`config.mk`:
```
export PLATFORM = sky130hd
export DESIGN_NAME = pid_filtered_derivative_core
export DESIGN_NICKNAME = d
export VERILOG_FILES = /design/src/hdl/pfd_pkg.sv /design/src/hdl/pfd_cfg.sv /design/src/hdl/pfd_step.sv /design/src/hdl/pid_filtered_derivative_core.sv
export SDC_FILE = /design/constraint.sdc
export NUM_CORES = 2
export LEC_CHECK = 0
export BUFFER_PORTS_ARGS = -buffer_cell sky130_fd_sc_hd__buf_2
export CORE_MARGIN = 2
export CORE_UTILIZATION = 55
export CTS_BUF_LIST = sky130_fd_sc_hd__clkbuf_8
export CTS_CLUSTER_DIAMETER = 200
export DETAILED_ROUTE_END_ITERATION = 12
export PLACE_DENSITY_LB_ADDON = 0.3
export SLEW_MARGIN = 20
export SYNTH_ARGS = -nofsm -noshare
export SYNTH_HDL_FRONTEND = slang
export SYNTH_SLANG_ARGS = --single-unit
export TNS_END_PERCENT = 1
```
`constraint.sdc`:
```
create_clock -name clk -period 41.8 [get_ports clk]
set_input_delay 0 -clock clk [delete_from_list [all_inputs] [get_ports clk]]
set_output_delay 0 -clock clk [all_outputs]
set_load 0.03 [all_outputs]
```
`src/hdl/pfd_pkg.sv`:
```
// ----------------------------------------------------------------------------
// pfd_pkg
// Shared types and constants of the filtered-derivative PID core: register
// map, coefficient formats and reset values.
// ----------------------------------------------------------------------------
package pfd_pkg;

	localparam int DATA_WIDTH_DEF = 16;
	localparam int ACC_WIDTH_DEF  = 32;

	localparam int CFG_INDEX_W = 3;
	localparam int CFG_DATA_W  = 24;

	localparam int GAIN_W  = 24;
	localparam int POLE_W  = 16;
	localparam int LIMIT_W = 15;
	localparam int INTV_W  = 32;

	localparam int ERR_FRAC  = 12;
	localparam int POLE_FRAC = 16;
	localparam int OUT_SHIFT = 4;

	localparam int USER_IN_W  = 2;
	localparam int USER_OUT_W = 1;

	localparam logic [CFG_INDEX_W-1:0] REG_PROP_GAIN     = 3'd0;
	localparam logic [CFG_INDEX_W-1:0] REG_INTEGRAL_GAIN = 3'd1;
	localparam logic [CFG_INDEX_W-1:0] REG_DERIV_POLE    = 3'd2;
	localparam logic [CFG_INDEX_W-1:0] REG_DERIV_GAIN    = 3'd3;
	localparam logic [CFG_INDEX_W-1:0] REG_OUT_LIMIT     = 3'd4;

	localparam logic [GAIN_W-1:0]  RST_PROP_GAIN     = 24'd87732;
	localparam logic [GAIN_W-1:0]  RST_INTEGRAL_GAIN = 24'd439;
	localparam logic [POLE_W-1:0]  RST_DERIV_POLE    = 16'd0;
	localparam logic [GAIN_W-1:0]  RST_DERIV_GAIN    = 24'd0;
	localparam logic [LIMIT_W-1:0] RST_OUT_LIMIT     = 15'd4096;

	typedef struct packed {
		logic [GAIN_W-1:0]  prop_gain;
		logic [GAIN_W-1:0]  integral_gain;
		logic [POLE_W-1:0]  deriv_pole;
		logic [GAIN_W-1:0]  deriv_gain;
		logic [LIMIT_W-1:0] out_limit;
	} cfg_t;

endpackage

```
`src/hdl/pfd_cfg.sv`:
```
// ----------------------------------------------------------------------------
// pfd_cfg
// Coefficient register file, written through a plain write port.
// ----------------------------------------------------------------------------
module pfd_cfg (
	input  logic                             clk,
	input  logic                             arst_n,
	input  logic                             cfg_we,
	input  logic [pfd_pkg::CFG_INDEX_W-1:0]  cfg_index,
	input  logic [pfd_pkg::CFG_DATA_W-1:0]   cfg_data,
	output pfd_pkg::cfg_t                    cfg
);

	pfd_pkg::cfg_t cfg_q;

	always_ff @(posedge clk or negedge arst_n) begin
		if (!arst_n) begin
			cfg_q.prop_gain     <= pfd_pkg::RST_PROP_GAIN;
			cfg_q.integral_gain <= pfd_pkg::RST_INTEGRAL_GAIN;
			cfg_q.deriv_pole    <= pfd_pkg::RST_DERIV_POLE;
			cfg_q.deriv_gain    <= pfd_pkg::RST_DERIV_GAIN;
			cfg_q.out_limit     <= pfd_pkg::RST_OUT_LIMIT;
		end else if (cfg_we) begin
			case (cfg_index)
				pfd_pkg::REG_PROP_GAIN: begin
					cfg_q.prop_gain <= cfg_data[pfd_pkg::GAIN_W-1:0];
				end
				pfd_pkg::REG_INTEGRAL_GAIN: begin
					cfg_q.integral_gain <= cfg_data[pfd_pkg::GAIN_W-1:0];
				end
				pfd_pkg::REG_DERIV_POLE: begin
					cfg_q.deriv_pole <= cfg_data[pfd_pkg::POLE_W-1:0];
				end
				pfd_pkg::REG_DERIV_GAIN: begin
					cfg_q.deriv_gain <= cfg_data[pfd_pkg::GAIN_W-1:0];
				end
				pfd_pkg::REG_OUT_LIMIT: begin
					cfg_q.out_limit <= cfg_data[pfd_pkg::LIMIT_W-1:0];
				end
				default: begin
				end
			endcase
		end
	end

	assign cfg = cfg_q;

endmodule

```
`src/hdl/pfd_step.sv`:
```
// ----------------------------------------------------------------------------
// pfd_step
// One controller update: P, I and filtered D terms, accumulator saturation,
// output clamp and anti-windup decision.
// ----------------------------------------------------------------------------
module pfd_step #(
	parameter int DATA_WIDTH = pfd_pkg::DATA_WIDTH_DEF,
	parameter int ACC_WIDTH  = pfd_pkg::ACC_WIDTH_DEF
) (
	input  pfd_pkg::cfg_t                 cfg,
	input  logic signed [DATA_WIDTH-1:0]  error,
	input  logic                          blocked,
	input  logic                          clear,
	input  logic signed [ACC_WIDTH-1:0]   int_acc,
	input  logic signed [ACC_WIDTH-1:0]   der_acc,
	input  logic signed [DATA_WIDTH-1:0]  prev_err,
	output logic signed [ACC_WIDTH-1:0]   int_next,
	output logic signed [ACC_WIDTH-1:0]   der_next,
	output logic signed [DATA_WIDTH-1:0]  prev_next,
	output logic signed [DATA_WIDTH-1:0]  drive,
	output logic                          saturated
);

	localparam int GSW  = pfd_pkg::GAIN_W + 1;
	localparam int PW   = GSW + DATA_WIDTH;
	localparam int TW   = PW - pfd_pkg::ERR_FRAC;
	localparam int IW   = ((ACC_WIDTH > TW) ? ACC_WIDTH : TW) + 1;
	localparam int DFW  = DATA_WIDTH + 1;
	localparam int DPW  = GSW + DFW;
	localparam int DTW  = DPW - pfd_pkg::ERR_FRAC;
	localparam int QW   = pfd_pkg::POLE_W + 1 + ACC_WIDTH;
	localparam int QTW  = QW - pfd_pkg::POLE_FRAC;
	localparam int DSW  = ((QTW > DTW) ? QTW : DTW) + 1;
	localparam int SW   = ((ACC_WIDTH > TW) ? ACC_WIDTH : TW) + 2;
	localparam int UW   = SW - pfd_pkg::OUT_SHIFT;

	logic signed [GSW-1:0]       kp_s;
	logic signed [GSW-1:0]       ki_s;
	logic signed [GSW-1:0]       kd_s;
	logic signed [pfd_pkg::POLE_W:0] pole_s;
	logic signed [PW-1:0]        p_prod;
	logic signed [PW-1:0]        i_prod;
	logic signed [TW-1:0]        p_term;
	logic signed [TW-1:0]        i_inc;
	logic signed [IW-1:0]        i_sum;
	logic signed [ACC_WIDTH-1:0] i_new;
	logic signed [DFW-1:0]       e_diff;
	logic signed [DPW-1:0]       d_prod;
	logic signed [DTW-1:0]       d_inc;
	logic signed [QW-1:0]        q_prod;
	logic signed [QTW-1:0]       d_old;
	logic signed [DSW-1:0]       d_sum;
	logic signed [ACC_WIDTH-1:0] d_new;
	logic signed [SW-1:0]        total;
	logic signed [UW-1:0]        u;
	logic signed [UW-1:0]        lim;
	logic signed [UW-1:0]        dmax;
	logic signed [UW-1:0]        dmin;
	logic signed [UW-1:0]        c1;
	logic signed [UW-1:0]        c2;
	logic                        sat1;
	logic                        sat2;
	logic                        i_ovf;
	logic                        d_ovf;

	localparam logic [ACC_WIDTH-1:0] ACC_MAX = {1'b0, {(ACC_WIDTH-1){1'b1}}};
	localparam logic [ACC_WIDTH-1:0] ACC_MIN = {1'b1, {(ACC_WIDTH-1){1'b0}}};

	always_comb begin
		kp_s   = signed'({1'b0, cfg.prop_gain});
		ki_s   = signed'({1'b0, cfg.integral_gain});
		kd_s   = signed'({1'b0, cfg.deriv_gain});
		pole_s = signed'({1'b0, cfg.deriv_pole});

		p_prod = PW'(kp_s) * PW'(error);
		i_prod = PW'(ki_s) * PW'(error);
		p_term = p_prod[PW-1:pfd_pkg::ERR_FRAC];
		i_inc  = i_prod[PW-1:pfd_pkg::ERR_FRAC];

		i_sum = IW'(int_acc) + IW'(i_inc);
		i_ovf = !((&i_sum[IW-1:ACC_WIDTH-1]) || !(|i_sum[IW-1:ACC_WIDTH-1]));
		i_new = i_ovf ? (i_sum[IW-1] ? ACC_MIN : ACC_MAX) : i_sum[ACC_WIDTH-1:0];

		e_diff = DFW'(error) - DFW'(prev_err);
		d_prod = DPW'(kd_s) * DPW'(e_diff);
		d_inc  = d_prod[DPW-1:pfd_pkg::ERR_FRAC];
		q_prod = QW'(pole_s) * QW'(der_acc);
		d_old  = q_prod[QW-1:pfd_pkg::POLE_FRAC];

		d_sum = DSW'(d_old) + DSW'(d_inc);
		d_ovf = !((&d_sum[DSW-1:ACC_WIDTH-1]) || !(|d_sum[DSW-1:ACC_WIDTH-1]));
		d_new = d_ovf ? (d_sum[DSW-1] ? ACC_MIN : ACC_MAX) : d_sum[ACC_WIDTH-1:0];

		total = SW'(p_term) + SW'(i_new) + SW'(d_new);
		u     = total[SW-1:pfd_pkg::OUT_SHIFT];

		lim  = UW'(signed'({1'b0, cfg.out_limit}));
		dmax = UW'(signed'({1'b0, {(DATA_WIDTH-1){1'b1}}}));
		dmin = ~dmax;

		if (u > lim) begin
			c1   = lim;
			sat1 = 1'b1;
		end else if (u < -lim) begin
			c1   = -lim;
			sat1 = 1'b1;
		end else begin
			c1   = u;
			sat1 = 1'b0;
		end

		if (c1 > dmax) begin
			c2   = dmax;
			sat2 = 1'b1;
		end else if (c1 < dmin) begin
			c2   = dmin;
			sat2 = 1'b1;
		end else begin
			c2   = c1;
			sat2 = 1'b0;
		end

		if (clear) begin
			int_next  = '0;
			der_next  = '0;
			prev_next = '0;
			drive     = '0;
			saturated = 1'b0;
		end else begin
			int_next  = (sat1 || sat2 || blocked) ? '0 : i_new;
			der_next  = d_new;
			prev_next = error;
			drive     = c2[DATA_WIDTH-1:0];
			saturated = sat1 || sat2;
		end
	end

endmodule

```
`src/hdl/pid_filtered_derivative_core.sv`:
```
// ----------------------------------------------------------------------------
// pid_filtered_derivative_core
// Discrete PID controller with first-order filtered derivative, output clamp
// and integral clearing on saturation or blocked actuator.
//
//   channel  | dir | handshake           | payload
//   ---------+-----+---------------------+---------------------------------
//   s_*      | in  | s_tvalid / s_tready | tdata: error; tuser: blocked, clear
//   m_*      | out | m_tvalid / m_tready | tdata: drive, integral_value;
//            |     |                     | tuser: saturated
//   cfg_*    | in  | cfg_we              | cfg_index, cfg_data
//
// One beat per cycle sustained while m_tready holds. A beat is captured in the
// input register, then in the result register that drives m_*; the whole update
// (four multiplies, sums, clamp) sits between the input and result registers.
// Reset zeroes the controller state and loads the default coefficients.
// A stalled output register holds the input register and the state.
// ----------------------------------------------------------------------------
module pid_filtered_derivative_core #(
	parameter int DATA_WIDTH = pfd_pkg::DATA_WIDTH_DEF,
	parameter int ACC_WIDTH  = pfd_pkg::ACC_WIDTH_DEF
) (
	input  logic                                    clk,
	input  logic                                    arst_n,
	input  logic                                    s_tvalid,
	output logic                                    s_tready,
	// [DATA_WIDTH-1:0] error
	input  logic [((DATA_WIDTH+7)/8)*8-1:0]         s_tdata,
	// [0] blocked, [1] clear
	input  logic [pfd_pkg::USER_IN_W-1:0]           s_tuser,
	output logic                                    m_tvalid,
	input  logic                                    m_tready,
	// [DATA_WIDTH-1:0] drive, [DATA_WIDTH+31:DATA_WIDTH] integral_value
	output logic [((DATA_WIDTH+pfd_pkg::INTV_W+7)/8)*8-1:0] m_tdata,
	// [0] saturated
	output logic [pfd_pkg::USER_OUT_W-1:0]          m_tuser,
	input  logic                                    cfg_we,
	input  logic [pfd_pkg::CFG_INDEX_W-1:0]         cfg_index,
	input  logic [pfd_pkg::CFG_DATA_W-1:0]          cfg_data
);

	localparam int M_DATA_W = ((DATA_WIDTH + pfd_pkg::INTV_W + 7) / 8) * 8;
	localparam int EXT_W    = (ACC_WIDTH > pfd_pkg::INTV_W) ? ACC_WIDTH : pfd_pkg::INTV_W;

	pfd_pkg::cfg_t cfg;

	logic                         valid_s1;
	logic signed [DATA_WIDTH-1:0] error_s1;
	logic                         blocked_s1;
	logic                         clear_s1;

	logic signed [ACC_WIDTH-1:0]  int_acc_q;
	logic signed [ACC_WIDTH-1:0]  der_acc_q;
	logic signed [DATA_WIDTH-1:0] prev_err_q;

	logic signed [ACC_WIDTH-1:0]  int_next;
	logic signed [ACC_WIDTH-1:0]  der_next;
	logic signed [DATA_WIDTH-1:0] prev_next;
	logic signed [DATA_WIDTH-1:0] drive;
	logic                         saturated;
	logic signed [EXT_W-1:0]      int_ext;

	logic advance;
	logic fire;
	logic s_take;

	pfd_cfg u_cfg (
		.clk       (clk),
		.arst_n    (arst_n),
		.cfg_we    (cfg_we),
		.cfg_index (cfg_index),
		.cfg_data  (cfg_data),
		.cfg       (cfg)
	);

	pfd_step #(
		.DATA_WIDTH (DATA_WIDTH),
		.ACC_WIDTH  (ACC_WIDTH)
	) u_step (
		.cfg       (cfg),
		.error     (error_s1),
		.blocked   (blocked_s1),
		.clear     (clear_s1),
		.int_acc   (int_acc_q),
		.der_acc   (der_acc_q),
		.prev_err  (prev_err_q),
		.int_next  (int_next),
		.der_next  (der_next),
		.prev_next (prev_next),
		.drive     (drive),
		.saturated (saturated)
	);

	assign advance  = !m_tvalid || m_tready;
	assign fire     = valid_s1 && advance;
	assign s_tready = !valid_s1 || advance;
	assign s_take   = s_tvalid && s_tready;
	assign int_ext  = EXT_W'(int_next);

	always_ff @(posedge clk or negedge arst_n) begin
		if (!arst_n) begin
			valid_s1 <= 1'b0;
		end else if (s_take) begin
			valid_s1 <= 1'b1;
		end else if (fire) begin
			valid_s1 <= 1'b0;
		end
	end

	always_ff @(posedge clk) begin
		if (s_take) begin
			error_s1   <= s_tdata[DATA_WIDTH-1:0];
			blocked_s1 <= s_tuser[0];
			clear_s1   <= s_tuser[1];
		end
	end

	always_ff @(posedge clk or negedge arst_n) begin
		if (!arst_n) begin
			int_acc_q  <= '0;
			der_acc_q  <= '0;
			prev_err_q <= '0;
		end else if (fire) begin
			int_acc_q  <= int_next;
			der_acc_q  <= der_next;
			prev_err_q <= prev_next;
		end
	end

	always_ff @(posedge clk or negedge arst_n) begin
		if (!arst_n) begin
			m_tvalid <= 1'b0;
		end else if (fire) begin
			m_tvalid <= 1'b1;
		end else if (m_tready) begin
			m_tvalid <= 1'b0;
		end
	end

	always_ff @(posedge clk) begin
		if (fire) begin
			m_tdata <= M_DATA_W'({int_ext[pfd_pkg::INTV_W-1:0], drive});
			m_tuser <= pfd_pkg::USER_OUT_W'(saturated);
		end
	end

	assert property (@(posedge clk) disable iff (!arst_n)
		(fire && clear_s1) |=> (m_tdata == '0 && m_tuser == '0))
		else $error("clear beat did not give a zero result");

	assert property (@(posedge clk) disable iff (!arst_n)
		(m_tvalid && m_tuser[0]) |-> (m_tdata[DATA_WIDTH+pfd_pkg::INTV_W-1:DATA_WIDTH] == '0))
		else $error("integral kept through a saturated beat");

	assert property (@(posedge clk) disable iff (!arst_n)
		(valid_s1 && !advance) |=> ($stable(int_acc_q) && $stable(der_acc_q)
			&& $stable(prev_err_q)))
		else $error("controller state moved while the output stalled");

	assert property (@(posedge clk) disable iff (!arst_n)
		fire |=> (m_tdata[DATA_WIDTH+pfd_pkg::INTV_W-1:DATA_WIDTH]
			== $past(int_ext[pfd_pkg::INTV_W-1:0])))
		else $error("integral field does not match the stored integral");

endmodule
```
==> flow_results.org <==
** STA
- Count of final max-slew check failures :: 0
- For the final routed database, the setup TNS stands at 0 ps.
- For the pin with the worst max-slew slack, the measured transition is 1110 ps.
- Total of endpoints with negative setup slack in the final report :: 0
- Max-slew headroom :: 0.260
- Crit path time final :: 21230 ps
- Setup repair after global routing left no endpoint under its margin.
- Across the routed clock network, the largest skew measured is 58.6 ps.
- Hold violation total from the final report :: 0
- Timing would allow up to 47.1 MHz.
- Dividing the final minimum period by the clock period gives 0.508.

** Die
- Std-Cell Core Area :: 132000 um^2
- After floorplanning, the core was divided into 133 placement rows.
- Area of the die :: 136000 um^2
- Initial standard-cell utilization of the core :: 0.556
- Total I/O pin count :: 101
- Die span in x :: 369 um
- Measured along the y axis, the die boundary spans 369 um.

** Global routing
- The number of global-route vias before repair was 60200.
- Initial antenna violation count :: 11
- The total overflow left after global routing is 0.
- GRT Util Overall :: 0.323
- In the global route stage, met1 resource usage came out at 0.439.
- Entering global routing, the biggest net connects 74 pins.
- Met3 track demand over resource :: 0.0616
- For met2 alone, demand over resource in global routing was 0.515.
- The first global-routing pass estimated 341000 um of wire.
- met2 is the most crowded layer.

** Detailed routing
- Via count :: 57200
- For this run, design rule violations remaining after detail routing come to 0.
- Dividing the detail-routed wire length by the instance count gives 21.2 um.
- In this run the remaining antenna-violating nets after routing total 0.
- Post-Route WL :: 213000 um
- Number of detailed-route iterations in the first pass :: 6
- Using the TritonRoute via totals, the vias-per-cell ratio works out to 5.69.
- The first routing iteration left 4620 violations.

** Outcome
- Result of the run :: completed

** Synth
- Counting flops with an async set or reset pin after synthesis yields a share of 0.734.
- In the synthesized netlist the dominant register cell turns out to be sky130_fd_sc_hd__dfrtp_1.
- Yosys mapped a number of flops with a built-in enable equal to 67.
- Counting every instance in the synthesized netlist gives 8317.
- The number of nets in the synthesized netlist is 10500.
- The post-synthesis compound-gate area fraction came to 0.0805.
- Measured against the total synthesized area, the mux share comes to 0.0141.
- Sequential fraction of the synthesis area :: 0.0908
- Syn avg cell area :: 8.82 um^2
- Post-Synth Simple-Gate Area :: 0.168
- Adder-Cell Fraction of Synth Area :: 0.514
- Dominant combinational cell family by area after synthesis :: adder cells
- In this run, synthesis produced a sequential element count of 252.
- The mapped netlist covers 73400 um^2.
- Warnings, synthesis :: 0
- The netlist uses 82 different library cells.
- Of the total synthesized cell area, the portion taken by XOR and XNOR cells is 0.0220.

** Worst setup path
- Type of the worst setup path :: flip-flop to flip-flop
- Required time worst endpoint :: 42220 ps
- Path depth of the worst reg2reg path :: 75
- Among the stages of the critical path, the cell type that occurs most often is sky130_fd_sc_hd__o21ai_0.
- Slack of the worst reg-to-reg path :: 20570 ps
- The worst setup path is captured at a flip-flop.
- Tracing the worst setup path back leads to its startpoint at error_s1[1]$_DFFE_PP_.
- Type of element launching the critical path :: flip-flop
- The largest single stage delay on the critical path is 940 ps.
- WP data arrival :: 21650 ps
- Following the worst setup path forward leads to its endpoint at m_tdata[8]$_SDFFCE_PP0P_.
- In this run the worst path has a maximum fanout of 49.
- The startpoint identified for the worst register-to-register timing path is error_s1[1]$_DFFE_PP_.
- Max stage delay cell, worst path :: sky130_fd_sc_hd__a41oi_2
- Critical R2R Capture :: m_tdata[8]$_SDFFCE_PP0P_

** CTS
- For the worst-skew pair, the clock arrives at the later sink with an insertion delay of 740 ps.
- TritonCTS clock tree :: yes
- In this run the number of H-tree levels came out at 2.
- Clock-pin slew was measured on the worst setup and hold paths at 80 ps.
- TritonCTS buffer count :: 51
- The root buffer cell chosen for the clock tree is sky130_fd_sc_hd__clkbuf_8.
- Total setup buffers inserted after CTS :: 0
- No sink is reached through more buffers than the 3 on the longest clock path.
- Clock sinks :: 252

** Layout
- The net count of the finished layout is 10400.
- In the final layout, the share of cells above drive strength 1 is 0.0535.
- Area Overhead vs Synth :: 5.22%

** Placement
- Port bufs :: 100
- Routability-driven placement finished with a final weighted congestion of 0.940.
- Summed over all nets, the half-perimeter wirelength after detailed placement is 167000 um.

** Worst hold path
- The tightest min-delay check is of the input port to flip-flop type.

** Job
- Across the run, the number of max-cap violations was 0.
worst min-delay path by stage:
stage | slack [ps] | from | endpoint | cells after the start
5_1_grt | 30 | s_tuser[1] | clear_s1$_DFFE_PP_ | 2
2_1_floorplan | -300 | arst_n | der_acc_q[0]$_DFFE_PN0P_ | 0
6_report | 70 | s_tuser[1] | clear_s1$_DFFE_PP_ | 2
3_3_place_gp | 70 | arst_n | m_tvalid$_DFFE_PN0P_ | 1
4_1_cts | 6 | s_tdata[2] | error_s1[2]$_DFFE_PP_ | 2
3_5_place_dp | 80 | arst_n | m_tvalid$_DFFE_PN0P_ | 1
final cells by class:
type,count,area [um^2]
diodes,13,32.5
clock buffers,60,826
clock inverters,33,287
fillers,11500,54800
inverters,1756,6590
multi-input cells,5916,58700
flip-flops and latches,252,6670
well taps,1755,2200
repair buffers,263,1920
cells in the final DEF (no fill, tap or decap), drive strengths merged, types with 32 or more instances in the layout:
master       synthesis  routed
fa                1459    1459
buf                  8     194
inv               1755    1774
nand2             1253    1253
nand3               95      95
o31ai               52      52
a21o                91      91
nor3                78      78
o21a                62      62
nor2b              107     107
dfrtp              168     168
mux2                89      89
or2                 36      36
clkbuf             385      61
dlygate4sd3          0      68
o211ai              57      57
a21oi              213     213
and2               509     509
xor2                47      47
nor2               285     285
nand2b              83      83
ha                 679     679
xnor2              137     137
o21ai              202     202
nand4               32      32
and3                53      53
edfxtp              67      67
layer usage:
layer	wire length, um	part of all wire	up-vias
met5	23	0.00011	-
met4	9510	0.045	4
met3	18800	0.088	428
met2	97600	0.46	2293
met1	86800	0.41	29100
li1	-	-	25300
through the flow:
stage	cell area [um^2]	utilization	std cells	worst slack (ps)	hold WS, ps
final	77200	0.585	10000	20570	70.3
after global routing	77200	0.585	10000	18790	32.1
after CTS	77100	0.585	10000	20990	5.84
after detailed placement	75300	0.571	9873	21050	77.8
after global placement	75300	0.571	9873	21570	68.3
after floorplan	73400	-	8317	24440	-296
worst max-delay path, delay by kind of cell (launching register included):
family	cells	cell delay [ps]
buffers and inverters	12	1720
and+or+nand+nor	17	4140
DFF	1	360
adders and majority gates	12	5280
AOI/OAI and AO/OA	33	9280
xor gates and xnor gates	1	150
repair_timing:
| action | CTS | global route |
|---|---|---|
| gates resized for setup | 0 | 0 |
| endpoints found under the hold margin | 197 | 0 |
| hold buffers | 69 | 0 |
| endpoints found under the setup margin | 0 | 0 |
synth_stat cells, types with 16 or more instances:
cell                       number  area share
sky130_fd_sc_hd__a211oi_1      27      0.0028
sky130_fd_sc_hd__a21boi_0      16      0.0016
sky130_fd_sc_hd__a21o_1        91      0.0093
sky130_fd_sc_hd__a21oi_1      213       0.015
sky130_fd_sc_hd__a311oi_1      19      0.0023
sky130_fd_sc_hd__a31oi_1       25      0.0021
sky130_fd_sc_hd__and2_1       509       0.043
sky130_fd_sc_hd__and3_1        53      0.0045
sky130_fd_sc_hd__clkbuf_1     385       0.020
sky130_fd_sc_hd__dfrtp_1      168       0.057
sky130_fd_sc_hd__dfstp_2       17      0.0061
sky130_fd_sc_hd__edfxtp_1      67       0.027
sky130_fd_sc_hd__fa_1        1459        0.40
sky130_fd_sc_hd__ha_1         679        0.12
sky130_fd_sc_hd__inv_1       1755       0.090
sky130_fd_sc_hd__mux2_2        89       0.014
sky130_fd_sc_hd__nand2_1     1253       0.064
sky130_fd_sc_hd__nand2b_1      83      0.0071
sky130_fd_sc_hd__nand3_1       95      0.0065
sky130_fd_sc_hd__nand3b_1      16      0.0016
sky130_fd_sc_hd__nand4_1       32      0.0027
sky130_fd_sc_hd__nor2_1       285       0.015
sky130_fd_sc_hd__nor2b_1      107      0.0091
sky130_fd_sc_hd__nor3_1        77      0.0053
sky130_fd_sc_hd__o211ai_1      56      0.0057
sky130_fd_sc_hd__o21a_1        62      0.0063
sky130_fd_sc_hd__o21ai_0      200       0.014
sky130_fd_sc_hd__o21bai_1      28      0.0029
sky130_fd_sc_hd__o31ai_1       47      0.0048
sky130_fd_sc_hd__or2_2         34      0.0029
sky130_fd_sc_hd__or3_1         26      0.0022
sky130_fd_sc_hd__xnor2_1      137       0.016
sky130_fd_sc_hd__xor2_1        47      0.0056
registers in the layout, summed over array words and instances, names as in the netlist:
signal and flops:
u_cfg.cfg 103, m_tdata 48, der_acc_q 32, int_acc_q 32, error_s1 16, prev_err_q 16, blocked_s1 1, clear_s1 1
m_tuser 1, m_tvalid 1, valid_s1 1
kinds of logic after synthesis:
logic type	count (synthesis)
AND/OR/NAND/NOR	2608
buffers and inverters	2149
adder cells (fa/ha/maj)	2138
AO/OA/AOI/OAI	894
flip-flops	252
XOR/XNOR	184
multiplexers	92
Power is not shown: default switching activity piles up to over one toggle a cycle in this logic, so the estimate is an artifact.
